==> src/design/cvfp_pkg.sv <==
// ----------------------------------------------------------------------------
// cvfp_pkg: shared types for the canonical varuint field parser
// item and result layouts, kind and error codes, parser phases
// ----------------------------------------------------------------------------
`default_nettype none

package cvfp_pkg;

	// register indexes of the configuration port
	localparam logic CFG_MAX_LENGTH    = 1'b0;
	localparam logic CFG_OPTIONAL_MODE = 1'b1;

	localparam logic [31:0] MAX_LENGTH_RESET = 32'd1024;

	typedef enum logic [1:0] {
		KIND_PAYLOAD = 2'd0,
		KIND_EMPTY   = 2'd1,
		KIND_ABSENT  = 2'd2,
		KIND_ERROR   = 2'd3
	} kind_t;

	typedef enum logic [2:0] {
		ERR_NONE       = 3'd0,
		ERR_OVERFLOW   = 3'd1,
		ERR_NONCANON   = 3'd2,
		ERR_LIMIT      = 3'd3,
		ERR_TRUNCATED  = 3'd4,
		ERR_PRESENCE   = 3'd5,
		ERR_RSVD6      = 3'd6,
		ERR_RSVD7      = 3'd7
	} err_code_t;

	typedef enum logic [3:0] {
		PH_START   = 4'b0001,
		PH_LENGTH  = 4'b0010,
		PH_PAYLOAD = 4'b0100,
		PH_ERROR   = 4'b1000
	} phase_t;

	// one buffer byte
	typedef struct packed {
		logic [7:0] data_byte;
		logic       end_of_buffer;
	} item_t;

	// one parser result
	typedef struct packed {
		kind_t      kind;
		logic [7:0] payload_byte;
		logic [31:0] field_length;
		logic       last_of_field;
		err_code_t  error_code;
	} result_t;

endpackage

`default_nettype wire

==> src/design/cvfp_in_reg.sv <==
// ----------------------------------------------------------------------------
// cvfp_in_reg: input register
// holds one buffer byte until the parser step consumes it
// ----------------------------------------------------------------------------
`default_nettype none

module cvfp_in_reg (
	input  wire logic          clk,
	input  wire logic          arst_n,
	input  wire logic          in_valid,
	output logic               in_ready,
	input  cvfp_pkg::item_t    in_item,
	input  wire logic          advance,
	output logic               item_valid,
	output cvfp_pkg::item_t    item
);
	import cvfp_pkg::*;

	logic  valid_s1;
	item_t item_s1;

	assign in_ready   = !valid_s1 || advance;
	assign item_valid = valid_s1;
	assign item       = item_s1;

	always_ff @(posedge clk or negedge arst_n) begin
		if (!arst_n) begin
			valid_s1 <= 1'b0;
		end else if (in_valid && in_ready) begin
			valid_s1 <= 1'b1;
		end else if (advance) begin
			valid_s1 <= 1'b0;
		end
	end

	always_ff @(posedge clk) begin
		if (in_valid && in_ready) begin
			item_s1 <= in_item;
		end
	end

endmodule

`default_nettype wire

==> src/design/cvfp_parse.sv <==
// ----------------------------------------------------------------------------
// cvfp_parse: field parser step
// parser state and the per-byte decision: presence, length octets, payload
// ----------------------------------------------------------------------------
`default_nettype none

module cvfp_parse (
	input  wire logic          clk,
	input  wire logic          arst_n,
	input  wire logic          step,
	input  cvfp_pkg::item_t    item,
	input  wire logic [31:0]   max_length,
	input  wire logic          optional_mode,
	output logic               res_valid,
	output cvfp_pkg::result_t  res
);
	import cvfp_pkg::*;

	phase_t      phase_q, phase_n;
	logic [31:0] accum_q, accum_n;
	logic [2:0]  count_q, count_n;
	logic [31:0] left_q, left_n;
	err_code_t   err_q, err_n;

	// length octet datapath
	logic [2:0]  oct_n;
	logic [31:0] oct_base;
	logic [4:0]  shamt;
	logic [31:0] accum_new;
	logic [2:0]  count_new;
	logic        oct_overflow;
	logic        oct_noncanon;
	logic        oct_limit;
	logic [7:0]  b;
	logic        eob;

	assign b   = item.data_byte;
	assign eob = item.end_of_buffer;

	// a field start restarts the length from zero
	assign oct_n    = (phase_q == PH_START) ? 3'd0 : count_q;
	assign oct_base = (phase_q == PH_START) ? 32'd0 : accum_q;

	always_comb begin
		case (oct_n)
			3'd0:    shamt = 5'd0;
			3'd1:    shamt = 5'd7;
			3'd2:    shamt = 5'd14;
			3'd3:    shamt = 5'd21;
			default: shamt = 5'd28;
		endcase
	end

	assign accum_new    = oct_base | ({25'd0, b[6:0]} << shamt);
	assign count_new    = oct_n + 3'd1;
	// fifth octet may only carry four value bits, continuation included
	assign oct_overflow = oct_n[2] && (b[7:4] != 4'd0);
	// a longer form than needed ends on an all-zero octet
	assign oct_noncanon = (count_new != 3'd1) && (b[6:0] == 7'd0);
	assign oct_limit    = accum_new > max_length;

	always_comb begin
		phase_n   = phase_q;
		accum_n   = accum_q;
		count_n   = count_q;
		left_n    = left_q;
		err_n     = err_q;
		res_valid = 1'b0;
		res       = '{kind: KIND_PAYLOAD, payload_byte: 8'd0, field_length: 32'd0,
			last_of_field: 1'b0, error_code: ERR_NONE};

		case (phase_q)
			PH_ERROR: begin
				res_valid      = 1'b1;
				res.kind       = KIND_ERROR;
				res.error_code = err_q;
			end
			PH_PAYLOAD: begin
				res.payload_byte = b;
				res.field_length = accum_q;
				if (left_q <= 32'd1) begin
					res_valid         = 1'b1;
					res.last_of_field = 1'b1;
					phase_n           = PH_START;
					left_n            = 32'd0;
				end else if (eob) begin
					res_valid        = 1'b1;
					res              = '{kind: KIND_ERROR, payload_byte: 8'd0,
						field_length: 32'd0, last_of_field: 1'b0, error_code: ERR_TRUNCATED};
					err_n            = ERR_TRUNCATED;
					phase_n          = PH_ERROR;
				end else begin
					res_valid = 1'b1;
					left_n    = left_q - 32'd1;
				end
			end
			default: begin
				if (phase_q == PH_START && optional_mode) begin
					// presence byte
					accum_n = 32'd0;
					count_n = 3'd0;
					if (b > 8'd1) begin
						res_valid      = 1'b1;
						res.kind       = KIND_ERROR;
						res.error_code = ERR_PRESENCE;
						err_n          = ERR_PRESENCE;
						phase_n        = PH_ERROR;
					end else if (b == 8'd0) begin
						res_valid         = 1'b1;
						res.kind          = KIND_ABSENT;
						res.last_of_field = 1'b1;
						phase_n           = PH_START;
					end else if (eob) begin
						res_valid      = 1'b1;
						res.kind       = KIND_ERROR;
						res.error_code = ERR_TRUNCATED;
						err_n          = ERR_TRUNCATED;
						phase_n        = PH_ERROR;
					end else begin
						phase_n = PH_LENGTH;
					end
				end else begin
					// length octet
					accum_n = accum_new;
					count_n = count_new;
					phase_n = PH_LENGTH;
					if (oct_overflow) begin
						res_valid      = 1'b1;
						res.kind       = KIND_ERROR;
						res.error_code = ERR_OVERFLOW;
						err_n          = ERR_OVERFLOW;
						phase_n        = PH_ERROR;
					end else if (b[7]) begin
						if (eob) begin
							res_valid      = 1'b1;
							res.kind       = KIND_ERROR;
							res.error_code = ERR_TRUNCATED;
							err_n          = ERR_TRUNCATED;
							phase_n        = PH_ERROR;
						end
					end else if (oct_noncanon) begin
						res_valid      = 1'b1;
						res.kind       = KIND_ERROR;
						res.error_code = ERR_NONCANON;
						err_n          = ERR_NONCANON;
						phase_n        = PH_ERROR;
					end else if (oct_limit) begin
						res_valid      = 1'b1;
						res.kind       = KIND_ERROR;
						res.error_code = ERR_LIMIT;
						err_n          = ERR_LIMIT;
						phase_n        = PH_ERROR;
					end else if (accum_new == 32'd0) begin
						res_valid         = 1'b1;
						res.kind          = KIND_EMPTY;
						res.last_of_field = 1'b1;
						phase_n           = PH_START;
					end else if (eob) begin
						res_valid      = 1'b1;
						res.kind       = KIND_ERROR;
						res.error_code = ERR_TRUNCATED;
						err_n          = ERR_TRUNCATED;
						phase_n        = PH_ERROR;
					end else begin
						left_n  = accum_new;
						phase_n = PH_PAYLOAD;
					end
				end
			end
		endcase
	end

	always_ff @(posedge clk or negedge arst_n) begin
		if (!arst_n) begin
			phase_q <= PH_START;
			accum_q <= 32'd0;
			count_q <= 3'd0;
			left_q  <= 32'd0;
			err_q   <= ERR_NONE;
		end else if (step) begin
			phase_q <= phase_n;
			accum_q <= accum_n;
			count_q <= count_n;
			left_q  <= left_n;
			err_q   <= err_n;
		end
	end

endmodule

`default_nettype wire

==> src/design/cvfp_out_reg.sv <==
// ----------------------------------------------------------------------------
// cvfp_out_reg: result register
// holds one result until the downstream side takes it
// ----------------------------------------------------------------------------
`default_nettype none

module cvfp_out_reg (
	input  wire logic          clk,
	input  wire logic          arst_n,
	input  wire logic          load,
	input  cvfp_pkg::result_t  res,
	output logic               out_valid,
	input  wire logic          out_ready,
	output cvfp_pkg::result_t  out_res
);
	import cvfp_pkg::*;

	logic    valid_s2;
	result_t res_s2;

	assign out_valid = valid_s2;
	assign out_res   = res_s2;

	always_ff @(posedge clk or negedge arst_n) begin
		if (!arst_n) begin
			valid_s2 <= 1'b0;
		end else if (load) begin
			valid_s2 <= 1'b1;
		end else if (out_ready) begin
			valid_s2 <= 1'b0;
		end
	end

	always_ff @(posedge clk) begin
		if (load) begin
			res_s2 <= res;
		end
	end

endmodule

`default_nettype wire

==> src/design/canonical_varuint_field_parser.sv <==
// ----------------------------------------------------------------------------
// canonical_varuint_field_parser: length-prefixed field parser
// parses back-to-back fields (optional presence byte, canonical LEB128 uint32
// length, payload) from a byte stream, one byte per transfer
// ----------------------------------------------------------------------------
//
//  channel  | direction | contents
//  ---------+-----------+------------------------------------------------------
//  s_*      | in        | tdata: data_byte; tlast: end_of_buffer
//  m_*      | out       | tdata: payload_byte, field_length, error_code;
//           |           | tlast: last_of_field; tuser: kind
//  cfg_*    | in        | write only: 0 max_length, 1 optional_mode
//
//  one byte per cycle sustained unless the result register stalls; a byte
//  waits in the input register for the parser step, and its result, if any,
//  appears in the result register the cycle after the parser step
//  all parser state advances in a single step per byte, so the next byte
//  follows immediately
//  reset clears the phase to field start, the sticky error and both valids;
//  max_length returns to 1024 and optional_mode to 0
//  a stalled result register holds the parser step, even for a byte with no
//  result; with a byte waiting, s_tready is !m_tvalid || m_tready in the same
//  cycle, and an empty input register still takes one byte
//
`default_nettype none

module canonical_varuint_field_parser (
	input  wire logic        clk,
	input  wire logic        arst_n,
	// input stream
	input  wire logic        s_tvalid,
	output logic             s_tready,
	input  wire logic [7:0]  s_tdata,   // [7:0] data_byte
	input  wire logic        s_tlast,   // end_of_buffer
	// result stream
	output logic             m_tvalid,
	input  wire logic        m_tready,
	output logic [47:0]      m_tdata,   // [7:0] payload_byte, [39:8] field_length,
	                                    // [42:40] error_code, [47:43] zero
	output logic             m_tlast,   // last_of_field
	output logic [1:0]       m_tuser,   // [1:0] kind
	// configuration
	input  wire logic        cfg_we,
	input  wire logic        cfg_index,
	input  wire logic [31:0] cfg_wdata
);
	import cvfp_pkg::*;

	// configuration registers
	logic [31:0] max_length_q;
	logic        optional_mode_q;

	always_ff @(posedge clk or negedge arst_n) begin
		if (!arst_n) begin
			max_length_q    <= MAX_LENGTH_RESET;
			optional_mode_q <= 1'b0;
		end else if (cfg_we) begin
			case (cfg_index)
				CFG_MAX_LENGTH:    max_length_q    <= cfg_wdata;
				CFG_OPTIONAL_MODE: optional_mode_q <= cfg_wdata[0];
				default:           ;
			endcase
		end
	end

	item_t   in_item;
	item_t   item;
	logic    item_valid;
	logic    advance;
	logic    res_valid;
	result_t res;
	result_t out_res;

	assign in_item = '{data_byte: s_tdata, end_of_buffer: s_tlast};

	// the parser steps whenever a byte is held and the result register has room
	assign advance = item_valid && (!m_tvalid || m_tready);

	cvfp_in_reg u_in_reg (
		.clk        (clk),
		.arst_n     (arst_n),
		.in_valid   (s_tvalid),
		.in_ready   (s_tready),
		.in_item    (in_item),
		.advance    (advance),
		.item_valid (item_valid),
		.item       (item)
	);

	cvfp_parse u_parse (
		.clk           (clk),
		.arst_n        (arst_n),
		.step          (advance),
		.item          (item),
		.max_length    (max_length_q),
		.optional_mode (optional_mode_q),
		.res_valid     (res_valid),
		.res           (res)
	);

	cvfp_out_reg u_out_reg (
		.clk       (clk),
		.arst_n    (arst_n),
		.load      (advance && res_valid),
		.res       (res),
		.out_valid (m_tvalid),
		.out_ready (m_tready),
		.out_res   (out_res)
	);

	// result packing, lowest field first
	assign m_tdata = {5'd0, out_res.error_code, out_res.field_length, out_res.payload_byte};
	assign m_tlast = out_res.last_of_field;
	assign m_tuser = out_res.kind;

endmodule

`default_nettype wire

==> config.mk <==
export PLATFORM = sky130hd
export DESIGN_NAME = canonical_varuint_field_parser
export DESIGN_NICKNAME = d
export VERILOG_FILES = /design/src/design/cvfp_pkg.sv /design/src/design/cvfp_in_reg.sv /design/src/design/cvfp_parse.sv /design/src/design/cvfp_out_reg.sv /design/src/design/canonical_varuint_field_parser.sv
export SDC_FILE = /design/constraint.sdc
export NUM_CORES = 1
export LEC_CHECK = 0
export BUFFER_PORTS_ARGS = -buffer_cell sky130_fd_sc_hd__buf_2
export CELL_PAD_IN_SITES_DETAIL_PLACEMENT = 1
export CELL_PAD_IN_SITES_GLOBAL_PLACEMENT = 2
export CORE_UTILIZATION = 40
export DETAILED_ROUTE_END_ITERATION = 8
export MAX_ROUTING_LAYER = met4
export PLACE_DENSITY_LB_ADDON = 0.1
export SLEW_MARGIN = 20
export SYNTH_ARGS = -nofsm -noshare
export SYNTH_HDL_FRONTEND = slang
export SYNTH_SLANG_ARGS = --single-unit
==> constraint.sdc <==
create_clock -name clk -period 11.3 [get_ports clk]
set_input_delay 2.26 -clock clk [delete_from_list [all_inputs] [get_ports clk]]
set_output_delay 2.26 -clock clk [all_outputs]
set_load 0.01 [all_outputs]
; ---- Word-level counts from Yosys, hierarchy flattened
; Index checks and enable logic that the tools add are counted.
[totals]
ff_bits = 164
inputBits = 47
out_inout_bits = 53
elab_cells = 154
[op_classes]
n_addsub = 2
magnitude_cmp = 3
n_eq_ne = 19
n_shift = 1
n_mux = 85
bitwise = 4
reduce_logical = 24
[ops]
columns = op, n
row1 = 32-bit 2-to-1 mux, 11
row2 = 32-bit one-hot mux with 2 select lines, 1
row3 = 3-bit 2-to-1 mux, 21
row4 = 4-bit 2-to-1 mux, 13
row5 = 46-bit 2-to-1 mux, 1
row6 = 42-bit 2-to-1 mux, 1
row7 = 32-bit > comparator, 1
row8 = "32-bit by 1-bit <= comparator with 1-bit output, second input constant", 1
row9 = 32-bit zero test, 1
row10 = 32-bit bitwise OR, 1
row11 = 7-bit by 5-bit << shifter with 32-bit output, 1
row12 = "32-bit by 1-bit subtractor with 32-bit output, second input constant", 1
row13 = 1-bit 2-to-1 mux, 22
row14 = 5-bit one-hot mux with 4 select lines, 1
row15 = 2-bit 2-to-1 mux, 9
row16 = "2-bit != test, second input constant", 6
row17 = 3-bit one-hot mux with 2 select lines, 2
row18 = 10-bit AND reduction, 1
row19 = "8-bit by 1-bit > comparator with 1-bit output, second input constant", 1
row20 = 8-bit zero test, 1
row21 = 4-bit one-hot mux with 2 select lines, 1
row22 = 7-bit zero test, 1
row23 = "7-bit by 3-bit != test with 1-bit output, second input constant", 1
row24 = "3-bit by 2-bit == test with 1-bit output, second input constant", 2
row25 = other kinds (22), 36

; ---- Depth between registers and ports, before layout
; Gate-level depths: netlist of run 1.
[depth]
depth_word = 16
ltp_mapped = 26

; ---- Cells and area by module
; From an unflattened synthesis of run 1, not the netlist that was laid out.
[unflattened]
hier_cells = 987
area_unflattened_um2 = 9778.1
[by_module_without_submodules]
columns = module, instances, cells_per_inst, area_per_inst_um2, seq_area_each_um2
row1 = cvfp_parse, 1, 844, 6576.3, 1853.0
row2 = canonical_varuint_field_parser, 1, 81, 1460.2, 827.0
row3 = cvfp_out_reg, 1, 49, 1417.6, 1406.3
row4 = cvfp_in_reg, 1, 13, 324.1, 295.3

; ---- Least setup slack after synthesis of run 1
; No wires, ideal clock.
[synth_path]
path_kind = flip-flop to flip-flop
startpoint = register u_parse.phase_q[0]
endpoint = register u_out_reg.res_s2, in the netlist u_out_reg.out_res[0] (enable)
setup_time_ns = 0.466
arrival_time_ns = 7.080
required_ns = 10.834
setup_slack_ns = 3.754
path_stages_with_launch = 24
period_less_slack_ns = 7.546
cell_sequence = dfstp_2 > or4b_4 > buf_6 > buf_6 > clkbuf_1 > nand2_1 > inv_1 > ha_1 > ha_1 > nor2_1 > mux2_2 > nand2_1 > mux2_2 > nor2_1 > a21oi_1 > inv_1 > ha_1 > nand4_1 > nor4_1 > nand2_1 > o221ai_1 > nor2_1 > nor4b_1 > o22ai_1
[synth_between]
elab_chain_cells = 15
elab_cells_between_ends = 28
cone_classes = 1 x add/sub / 1 x order compare / 7 x eq/ne / 1 x shift / 10 x mux / 1 x bitwise / 7 x reduce/logical
[synth_lines]
columns = element, line_no
row1 = start: declaration, cvfp_parse.sv:19  ; phase_t phase_q, phase_n;
row2 = start signal: assignment, cvfp_parse.sv:181  ; phase_q <= phase_n;
row3 = "parallel branches: the longest is 13 deep, another holds 32-bit > comparator", --
row4 = 1-bit 2-to-1 mux (*), --
row5 = 1-bit logical AND (*), canonical_varuint_field_parser.sv:104  ; .load (advance && res_valid),
row6 = via u_out_reg.load, cvfp_out_reg.sv:10  ; input wire logic load,
row7 = end signal: assignment, cvfp_out_reg.sv:36  ; res_s2 <= res;
row8 = end: declaration, cvfp_out_reg.sv:19  ; result_t res_s2;
; Mark *: on every way through the listed nets, which the timed path passes.
; A chain may end at the register's enable or synchronous reset.

; ---- Worst setup path in the final report of run 1
[layout_path]
startpoint = register u_parse.count_q[2]
endpoint = register u_parse.left_q[0]
[layout_between]
elab_chain_cells = 13
elab_cells_between_ends = 27
cone_classes = 1 x add/sub / 1 x order compare / 8 x eq/ne / 1 x shift / 10 x mux / 1 x bitwise / 5 x reduce/logical
[layout_lines]
columns = element, line_no
row1 = start: declaration, cvfp_parse.sv:21  ; logic [2:0] count_q, count_n;
row2 = start signal: assignment, cvfp_parse.sv:183  ; count_q <= count_n;
row3 = 3-bit 2-to-1 mux (*), cvfp_parse.sv:41  ; assign oct_n = (phase_q == PH_START) ? 3'd0 : count_q;
row4 = "parallel branches: the longest is 12 deep, another holds 32-bit > comparator", --
row5 = end signal: assignment, cvfp_parse.sv:184  ; left_q <= left_n;
row6 = end: declaration, cvfp_parse.sv:22  ; logic [31:0] left_q, left_n;
; Every way passes the cells marked *. The select of a mux whose other input is x is not followed.

==> flow_metrics.tcl, run 1 <==
set metrics [dict create \
    cts.sink_count 164 \
    period_share_pct 70.2 \
    critPathKind "reg2reg" \
    cp-end-kind "register" \
    io_pins 100 \
    wl_per_cell_microns 25.1 \
    tns_ns 0 \
    hold_buffers 0 \
    p_leak_nw 4.73 \
    rsz0062_at_grt "no" \
    ys_seq_area_share_pct 43.6 \
    vdd_drop_max_mv 0.116 \
    timing.final.ws_setup_ns 3.37 \
    syn_inst 1100 \
    die_area_sq_um 25700 \
    cp-start-kind "register" \
    drtIter0Drc 677 \
    setup_viol 0 \
    area_growth_pct 13.2 \
    slew_headroom_pct 33.2 \
    fill_cells 2864 \
    synth_flop_cell "dfrtp_1" \
    max_cap_violations 0 \
    num_rows 57 \
    tightestPinTransition_ns 1.00 \
    min-delay-start "u_parse.count_q[0]$_DFFE_PN0P_" \
    overflow 0 \
    cts.reportedPaths.clkPinSlew_ns 0.07 \
    cts_buffer_depth 2 \
    htree_levels 4 \
    grt_max_degree 69 \
    gp_congestion 0.995 \
    yosys_warnings 0 \
    portBuffers 94 \
    grt_pass1_wl_microns 58400 \
    place_ws_ns 3.52 \
    via_count 9304 \
    dr.pass1.iters 6 \
    cp.arrival_ns 8.26 \
    wl_microns 37800 \
    track_usage_pct 31.0 \
    drc 0 \
    cts_root_buf "clkbuf_16" \
    fmax_mhz 126 \
    start_util_pct 41.1 \
    cts_buffers 17 \
    hold_class "reg2reg" \
    cts_tree "done" \
    routed_via_density 6.19 \
    timing.rr.end "u_parse.left_q[0]$_DFFE_PN0P_" \
    crit_fanout 32 \
    period_minus_slack_ns 7.93 \
    die_w_microns 160 \
    seq_area_sq_um 4380 \
    status "finished clean" \
    cellPowerDensity_nw_per_um2 307 \
    reg2reg_depth 15 \
    ys_seq_elements 164 \
    synth-async-reset-ratio_pct 66.5 \
    syn-cell-area_sq_um 10000 \
    avgSynthCellArea_sq_um 9.13 \
    worstReg2RegStart "u_parse.count_q[2]$_DFFE_PN0P_" \
    ys_types 83 \
    ctsResizeCount 0 \
    worst_clock_skew_ns 0.0156 \
    post_cts_buffers 0 \
    coreArea_sq_um 24500 \
    r2r_slack_ns 3.37 \
    hpwl_microns 26500 \
    nNetsFinal 1252 \
    hold_viol_final 0 \
    holdPathEnd "u_parse.count_q[0]$_DFFE_PN0P_" \
    clock_latency_ns 0.44 \
    detail-route-antenna-nets 0 \
    cp.required_ns 11.63 \
    maxSlewViolCount 0 \
    first_global_vias 9491 \
    antenna_found_initial 1 \
    whs_path_depth 2 \
    synth_edf_count 55 \
    drive_above_1_share_pct 16.4 \
    multiInputGateArea_sq_um 5020 \
    die_y_microns 160 \
]
## power by group
group | total, mW | leakage [nW] | switching [mW] | internal (mW)
registers | 1.03 | 1.90 | 0.174 | 0.859
clock network | 0.611 | 0.293 | 0.282 | 0.330
logic | 1.84 | 2.54 | 1.23 | 0.608
total | 3.48 | 4.73 | 1.69 | 1.80
## critical path, cell delays in order (launching register included)
cell and delay, ns:
dfrtp_1 0.65, inv_1 0.21, nor2_1 0.69, inv_1 0.50
ha_1 0.66, mux2i_1 0.43, a21oi_1 0.24, a21oi_1 0.08
o31ai_1 0.86, ha_1 0.41, a2111o_1 0.42, o32ai_1 0.38
o221ai_1 0.27, or3_1 0.81, o31a_2 0.79, mux2_4 0.39
## routing by layer
layer | up-vias | global-route usage (%) | wire (microns)
met2 | 390 | 48.0 | 17500
met3 | 95 | 4.78 | 2610
met5 | - | - | 0
met4 | 0 | 12.8 | 1410
li1 | 4204 | - | -
met1 | 4615 | 40.5 | 16200
## stage by stage
step                      hold WS, ns  util, %  std cells  cell area (sq um)  total power, mW
after floorplan                 0.439        -       1104              10100             2.12
after global placement          0.452     44.0       1469              10800             2.83
after detailed placement        0.475     44.0       1469              10800             2.85
after CTS                       0.492     46.4       1501              11400             3.47
after global routing            0.535     46.5       1502              11400             3.68
final                           0.493     46.5       1503              11400             3.48
## final cells by class
type,count,share of cell area [%]
Timing Repair Buffer,119,5.81
Multi-Input combinational cell,783,44.1
Inverter,79,2.61
Clock buffer,19,4.08
Clock inverter,13,1.20
Antenna cell,2,0.0440
Tap cell,324,3.57
Sequential cell,164,38.6
## logic make-up (layout without fill, tap and decap cells)
family / after synthesis / after routing / share of synthesized area, %
compound gates: 318 / 318 / 21.7
mux: 14 / 14 / 1.64
fa+ha+maj: 41 / 41 / 5.11
simple gates: 405 / 405 / 20.9
buf+inv: 157 / 230 / 6.94
other cells: 1 / 7 / 0.0373
flops: 164 / 164 / 43.6
## state kept, by name, indices dropped and copies added, names as in the netlist
name                 flops
max_length_q            32
u_in_reg.item_valid      1
u_in_reg.item            9
u_parse.count_q          3
u_parse.err_q            3
u_parse.accum_q         32
u_parse.left_q          32
u_parse.phase_q          4
optional_mode_q          1
u_out_reg.out_res       46
u_out_reg.out_valid      1
## how the worst max path moves through the flow
stage | start | depth (start not counted) | endpoint | slack, ns
final | u_parse.count_q[2]$_DFFE_PN0P_ | 15 | u_parse.left_q[0]$_DFFE_PN0P_ | 3.37
after global placement | u_parse.count_q[2]$_DFFE_PN0P_ | 15 | u_parse.left_q[0]$_DFFE_PN0P_ | 3.61
after floorplan | u_parse.phase_q[0]$_DFFE_PN1P_ | 23 | u_out_reg.out_res[0]$_DFFE_PP_ | 3.75
after detailed placement | u_parse.count_q[2]$_DFFE_PN0P_ | 15 | u_parse.left_q[0]$_DFFE_PN0P_ | 3.52
after CTS | u_parse.count_q[2]$_DFFE_PN0P_ | 15 | u_parse.left_q[0]$_DFFE_PN0P_ | 3.49
after global routing | u_parse.count_q[2]$_DFFE_PN0P_ | 16 | u_out_reg.out_res[25]$_SDFFCE_PN0P_ | 2.81
## cells in the final DEF (no fill, tap or decap), types with 26 or more instances in the layout
| cell type | n |
|---|---|
| nor2_1 | 65 |
| dfrtp_1 | 107 |
| edfxtp_1 | 55 |
| and2_1 | 44 |
| a21oi_1 | 60 |
| buf_4 | 26 |
| a22o_1 | 33 |
| buf_2 | 93 |
| nand2_1 | 100 |
| nor3_1 | 43 |
| nand3_1 | 34 |
| ha_1 | 41 |
| o21ai_0 | 81 |
| inv_1 | 78 |
| nor4_1 | 34 |
## cell usage after synthesis, drive strengths merged, types with 12 or more instances
cell type | instances | share of area [%]
or3 | 13 | 0.81
o211ai | 12 | 1.0
buf | 29 | 2.1
dfrtp | 107 | 27
inv | 78 | 2.9
a22o | 33 | 2.9
o32ai | 25 | 2.3
a21oi | 62 | 3.2
nand3 | 34 | 1.7
clkbuf | 49 | 1.8
ha | 41 | 5.1
nor2 | 65 | 2.4
and2 | 46 | 2.9
nand4 | 16 | 1.0
edfxtp | 55 | 16
nor3 | 43 | 2.1
nand2 | 102 | 3.9
a32oi | 12 | 1.0
o21ai | 96 | 4.8
nor4 | 34 | 2.1
No activity file was read; power rests on OpenSTA's default activity.
==> run 2, diff against run 1 <==
--- a/config.mk
+++ b/config.mk
@@ -8,7 +8,7 @@
 export BUFFER_PORTS_ARGS = -buffer_cell sky130_fd_sc_hd__buf_2
 export CELL_PAD_IN_SITES_DETAIL_PLACEMENT = 1
 export CELL_PAD_IN_SITES_GLOBAL_PLACEMENT = 2
-export CORE_UTILIZATION = 40
+export CORE_UTILIZATION = 34
 export DETAILED_ROUTE_END_ITERATION = 8
 export MAX_ROUTING_LAYER = met4
 export PLACE_DENSITY_LB_ADDON = 0.1
==> constraint.sdc (replaced) <==
create_clock -name clk -period 7.2 [get_ports clk]
set_input_delay 1.44 -clock clk [delete_from_list [all_inputs] [get_ports clk]]
set_output_delay 1.44 -clock clk [all_outputs]
set_load 0.01 [all_outputs]
==> flow_metrics.tcl, run 2 (synthesized netlist as in run 1, its figures left out) <==
set metrics [dict create \
    tightestPinTransition_ns 0.987 \
    antenna_found_initial 2 \
    seq_area_sq_um 4380 \
    status "finished clean" \
    post_cts_buffers 0 \
    period_share_pct 91.3 \
    htree_levels 4 \
    area_growth_pct 15.9 \
    via_count 9313 \
    hpwl_microns 27800 \
    vdd_drop_max_mv 0.170 \
    wl_per_cell_microns 24.3 \
    met3_length_microns 1810 \
    hold_ws_ns 0.495 \
    routed_via_density 5.86 \
    maxSlewViolCount 0 \
    portBuffers 94 \
    top_layer_used "met4" \
    drive_above_1_share_pct 18.2 \
    clock_latency_ns 0.46 \
    cts.sink_count 164 \
    num_rows 62 \
    largest_reg_flops 46 \
    ctsResizeCount 0 \
    p_leak_nw 4.86 \
    cts_root_buf "clkbuf_16" \
    cellPowerDensity_nw_per_um2 482 \
    reg2reg_depth 22 \
    cts.reportedPaths.clkPinSlew_ns 0.07 \
    wl_met1_microns 17800 \
    layout_common_cells "107 x dfrtp_1, 100 x nand2_1, 93 x buf_2, 81 x o21ai_0, 78 x inv_1" \
    detail-route-antenna-nets 0 \
    grt_pass1_wl_microns 59600 \
    tns_ns 0 \
    gp_congestion 0.944 \
    fill_cells 3402 \
    period_minus_slack_ns 6.57 \
    setup_viol 0 \
    multiInputGateArea_sq_um 5020 \
    worstReg2RegStart "u_parse.phase_q[0]$_DFFE_PN1P_" \
    drtIter0Drc 703 \
    cp.required_ns 7.55 \
    nNetsFinal 1277 \
    start_util_pct 34.8 \
    cts_buffers 17 \
    die_y_microns 174 \
    max_cap_violations 0 \
    cp.arrival_ns 6.92 \
    slew_headroom_pct 34.2 \
    wl_microns 38600 \
    hold_viol_final 0 \
    min-delay-start "u_parse.count_q[1]$_DFFE_PN0P_" \
    crit_fanout 39 \
    first_global_vias 9409 \
    cts_tree "done" \
    track_usage_pct 27.0 \
    drc 0 \
    critPathKind "reg2reg" \
    dr.pass1.iters 5 \
    startpoint "u_parse.phase_q[0]$_DFFE_PN1P_" \
    whs_path_depth 2 \
    overflow 0 \
    fmax_mhz 152 \
    hold_buffers 0 \
    grt_max_degree 66 \
    cts_buffer_depth 2 \
    wl_met2_microns 18300 \
    rsz0062_at_grt "no" \
    die_area_sq_um 30200 \
    hold_class "reg2reg" \
    power_mw 5.62 \
    dpl_cell_area_sq_um 11000 \
    io_pins 100 \
    cp-start-kind "register" \
    final_area_sq_um 11600 \
    coreArea_sq_um 28900 \
    worst_clock_skew_ns 0.0145 \
    die_w_microns 174 \
    final_util_pct 40.3 \
    cp-end-kind "register" \
    layout_commonest_cell "dfrtp_1" \
]
## run 2: per-stage QoR
| step | cells | setup WS (ns) |
|---|---|---|
| floorplan | 1104 | 0.764 |
| global placement | 1554 | 0.875 |
| detailed placement | 1554 | 0.765 |
| CTS | 1586 | 0.714 |
| global route | 1588 | 0.296 |
| finish | 1588 | 0.626 |
## run 2: path summary, 6_finish.rpt
path | to | slack, ns
worst max-delay path | u_parse.left_q[23]$_DFFE_PN0P_ | 0.63
worst min-delay path | u_parse.count_q[1]$_DFFE_PN0P_ | 0.50
worst max register to register | u_parse.left_q[23]$_DFFE_PN0P_ | 0.63
worst min register to register | u_parse.count_q[1]$_DFFE_PN0P_ | 0.50
max in group asynchronous | u_parse.accum_q[26]$_DFFE_PN0P_ | 4.92
min in group asynchronous | max_length_q[9]$_DFFE_PN0P_ | 1.12
## run 2: metal layers
metal / global-route usage, % / vias up
li1: - / 4263
met1: 36.4 / 4724
met2: 42.0 / 289
met3: 3.86 / 37
met4: 8.04 / 0
met5: - / -
## run 2: area by class of cell
type	count	share of cell area, %
inverters	79	2.55
diodes	2	0.0430
well taps	384	4.13
multi-input cells	783	43.1
clock buffers	17	3.65
repair buffers	144	7.39
flip-flops and latches	164	37.6
clock inverters	15	1.53
## run 2: report_power, final
part / internal [mW] / switching (mW)
combinational: 1.08 / 1.99
clock: 0.470 / 0.467
sequential: 1.35 / 0.262
total: 2.90 / 2.72
## run 2: critical path: stages (launching register included)
cell and delay (ns):
dfstp_2 0.58, or4b_4 0.70, nand2_1 0.23, inv_1 0.10, ha_1 0.25, ha_1 0.38, nor2_1 0.47, mux2_2 0.39
nand2_1 0.08, mux2_2 0.18, nor2_1 0.05, a21oi_1 0.30, inv_1 0.09, ha_1 0.32, nand4_1 0.21, nor4_1 0.35
buf_4 0.19, nor2b_1 0.17, a21oi_1 0.09, or3_1 0.43, o31a_2 0.50, buf_4 0.26, o32ai_1 0.14
